`src/sv/rdq_pkg.sv`:
```
// ---------------------------------------------------------------------------
// rdq_pkg: shared types and constants for the request deque
// Operation codes, status codes and the entry record used by every cell.
// ---------------------------------------------------------------------------
`default_nettype none
package rdq_pkg;
   localparam int DEPTH_DEFAULT = 16;
   localparam int SERIAL_W      = 31;
   localparam logic [SERIAL_W-1:0] SERIAL_TOP = {SERIAL_W{1'b1}};

   typedef enum logic [2:0] {
      KIND_PUSH_BACK  = 3'd0,
      KIND_PUSH_FRONT = 3'd1,
      KIND_BEGIN      = 3'd2,
      KIND_COMPLETE   = 3'd3,
      KIND_DROP       = 3'd4,
      KIND_CLEAR      = 3'd5,
      KIND_RSVD6      = 3'd6,
      KIND_RSVD7      = 3'd7
   } kind_type;

   typedef enum logic [1:0] {
      ST_OK    = 2'd0,
      ST_FULL  = 2'd1,
      ST_EMPTY = 2'd2,
      ST_RSVD  = 2'd3
   } status_type;

   typedef struct packed {
      logic [15:0]         handle;
      logic [15:0]         rtype;
      logic [31:0]         cookie;
      logic [15:0]         flags;
      logic [SERIAL_W-1:0] serial;
   } entry_type;

   // per-cycle command broadcast to every cell
   typedef struct packed {
      logic      shift_up;   // push front: take left neighbour
      logic      shift_down; // begin: take right neighbour
      logic      write_back; // push back: write if cell index == count
      logic      write_head; // push front: cell 0 takes new entry
      logic      compact;    // drop pass step
   } cell_ctl_type;
endpackage
`default_nettype wire

```
`src/sv/rdq_cell.sv`:
```
// ---------------------------------------------------------------------------
// rdq_cell: one queue position
// Holds one entry; loads a new entry or shifts one place per cycle when commanded.
// ---------------------------------------------------------------------------
`default_nettype none
module rdq_cell (
   input  wire logic                 clock,
   input  wire rdq_pkg::cell_ctl_type ctl,
   input  wire logic                 is_tail,     // index == count
   input  wire logic                 in_drop,     // this or a lower cell matched
   input  wire rdq_pkg::entry_type   new_entry,
   input  wire rdq_pkg::entry_type   from_left,   // cell i-1
   input  wire rdq_pkg::entry_type   from_right,  // cell i+1
   output rdq_pkg::entry_type        entry_q
);
   rdq_pkg::entry_type entry_ff, entry_in;

   always_comb begin
      entry_in = entry_ff;
      if (ctl.write_head) begin
         entry_in = new_entry;
      end else if (ctl.shift_up) begin
         entry_in = from_left;
      end else if (ctl.shift_down) begin
         entry_in = from_right;
      end else if (ctl.write_back && is_tail) begin
         entry_in = new_entry;
      end else if (ctl.compact && in_drop) begin
         entry_in = from_right;
      end
   end

   always_ff @(posedge clock) begin
      entry_ff <= entry_in;
   end

   assign entry_q = entry_ff;
endmodule
`default_nettype wire

```
`config.mk`:
```
export PLATFORM = sky130hd
export DESIGN_NAME = rdq_cell
export DESIGN_NICKNAME = d
export VERILOG_FILES = /design/src/sv/rdq_pkg.sv /design/src/sv/rdq_cell.sv
export SDC_FILE = /design/constraint.sdc
export NUM_CORES = 1
export LEC_CHECK = 0
export BUFFER_PORTS_ARGS = -buffer_cell sky130_fd_sc_hd__buf_2
export CORE_AREA = 4 4 174 176
export DETAILED_ROUTE_END_ITERATION = 8
export DIE_AREA = 0 0 178 180
export RECOVER_POWER = 50
export SKIP_LAST_GASP = 1
export SLEW_MARGIN = 20
export SYNTH_ARGS = -nofsm -noshare
export SYNTH_HDL_FRONTEND = slang
export SYNTH_SLANG_ARGS = --single-unit
```
`constraint.sdc`:
```
create_clock -name clock -period 6.25 [get_ports clock]
set_clock_uncertainty 0.15 [all_clocks]
set_input_delay 0.625 -clock clock [delete_from_list [all_inputs] [get_ports clock]]
set_output_delay 0.625 -clock clock [all_outputs]
set_load 0.05 [all_outputs]
```
==> results.ini <==
[status]
status=complete, but fails checks
violations=max-capacitance violations, max-slew violations

[global_route]
grt_pass1_wl_um=28100
grt_overflow=0
grtUsageTotal_pct=11.4
grt_max_degree=112
grt_pass1_vias=5065
antenna_found_initial=0

[setup_path]
arrival_ns=3.65
worst_ep_required_time_ns=6.02
endpoint_kind=flip-flop
critPathKind=in2reg
path_max_fanout=58
cp-start-kind=input pin

[timing]
fin_ws_ns=2.37
setup_viol=0
max_freq_mhz=258
rsz0062_at_grt=false
tightest_slew_ns=2.65
slew_headroom_pct=-76.8
finalHoldViolations=0
post-route-period-util_pct=62.1
final_max_slew_viol_count=48
tns_ns=0
finalCriticalPeriod_ns=3.88

[floorplan]
num_rows=62
die_w_um=178
start_util_pct=21.2
core-area_um2=28600
die_area_um2=32000
io_pins=452
die_h_um=180

[clocking]
postCtsSetupBuffers=0
clkSlewWorstSetupHoldPaths_ns=0.08
cts_resized=0
cts_root_buf=clkbuf_16
htreeDepth=3
cts_hold_buf=0
clk_path_buf_depth=2
numCtsBuffers=9
cts_tree=done
cts_sinks=111

[detailed_routing]
drt_iter0_drc=159
post_drt_wl_per_cell_um=16.7
wirelength_um=20000
firstDrtPassIters=4
vias_per_cell=4.02
drc=0
ant_nets=0
num_vias=4800

[worst_hold_path]
min_path_cells=2
min-delay-start=new_entry[18]
holdCritPathClass=in2reg
holdPathEnd=entry_q[18]

[synthesis]
seq_area_frac_synth_pct=54.8
syn-num-nets=703
syn_area_per_cell_um2=16.8
ys_warn_count=0
synth_area_um2=6080
ys_types=12
ys_seq_elements=111
synth_cells=362

[power_and_ir_drop]
clkPwrFrac_pct=26.0
power.share.sequential_pct=43.0
switching_share_pct=35.5
ir_drop_v=0.000134
power.internal_w=0.00142
leakagePower_nw=3.71
p_switching_w=0.000782
pwr_density_cell_nw_per_um2=249
comb_power_share_pct=30.9

[placement]
dpl.cell_count=1177
finalWeightedCongestion=0.794
port_buffers=451
post_dp_cell_area_um2=8700
pre_cts_slack_ns=3.11
dp_hpwl_um=15700

[layout]
areaGrowthSynthToFinish_pct=45.1
n_antenna_cell=0
final_util_pct=30.8
final_area_um2=8820
drive_gt1_share_pct=70.6
nNetsFinal=1145
mostFrequentLayoutCells=buf_2 (339), mux2_2 (203), clkbuf_1 (112)
final_cells=1193
largest_reg_flops=111
fillCellCount=2998
mostFrequentLayoutCell=buf_2

[flow_run]
drv_cap=1

-- cell type report --
| cell class | count | area [µm²] | share of cell area, % |
|---|---|---|---|
| flip-flops and latches | 111 | 3330 | 37.8 |
| multi-input cells | 227 | 2580 | 29.2 |
| repair buffers | 455 | 2160 | 24.5 |
| well taps | 384 | 480 | 5.45 |
| clock buffers | 9 | 225 | 2.55 |
| clock inverters | 7 | 47.5 | 0.539 |
-- through the flow --
stage / hold WS [ns] / total power, W
after floorplan: 0.676 / 0.00145
after global placement: 0.758 / 0.00167
after detailed placement: 0.762 / 0.00167
after CTS: 0.380 / 0.00227
after global routing: 0.382 / 0.00231
final: 0.403 / 0.00220
-- worst max-delay path by stage --
stage,startpoint,end,slack [ns],cells past startpoint
6_report,ctl[4],entry_q[67],2.37,4
5_1_grt,ctl[4],entry_q[67],2.00,4
3_3_place_gp,ctl[4],entry_q[68],3.16,5
2_1_floorplan,ctl[3],entry_q[0],1.53,2
4_1_cts,ctl[4],entry_q[68],3.51,5
3_5_place_dp,ctl[4],entry_q[68],3.11,5
-- cell usage after synthesis --
cell	number	area, µm²
a21oi_1	1	5.00
a31oi_2	1	12.5
buf_1	2	7.51
buf_2	12	60.1
buf_6	10	113
edfxtp_1	111	3330
mux2_1	9	101
mux2_2	203	2290
mux2_4	10	150
nand2_1	1	3.75
nand3_1	1	5.00
nor2_1	1	3.75
-- cells by family after synthesis --
family	share of synthesized area, %
muxes	41.7
DFF	54.8
buffers and inverters	2.96
and+or+nand+nor	0.206
AOI/OAI and AO/OA	0.288
-- critical path: stages --
cell and delay (ns):
buf_4 0.55, nor2_1 0.18, nand3_1 0.31, clkbuf_1 1.91
-- power by group through the flow --
stage,Combinational (W),Sequential [W],Clock [W]
floorplan,0.000172,0.00128,0
global placement,0.000709,0.000958,0
detailed placement,0.000714,0.000961,0
CTS,0.000715,0.000945,0.000606
global route,0.000719,0.000956,0.000636
finish,0.000680,0.000947,0.000572
-- per-layer routing --
layer / GRT usage (%) / part of all wire [%] / vias to the layer above
met5: 0 / 0 / -
met4: 2.88 / 1.2 / 0
met3: 3.42 / 9.5 / 12
met2: 21.5 / 52 / 267
met1: 12.4 / 38 / 2223
li1: - / - / 2298
Note: power is estimated with default switching activity, not from simulation.
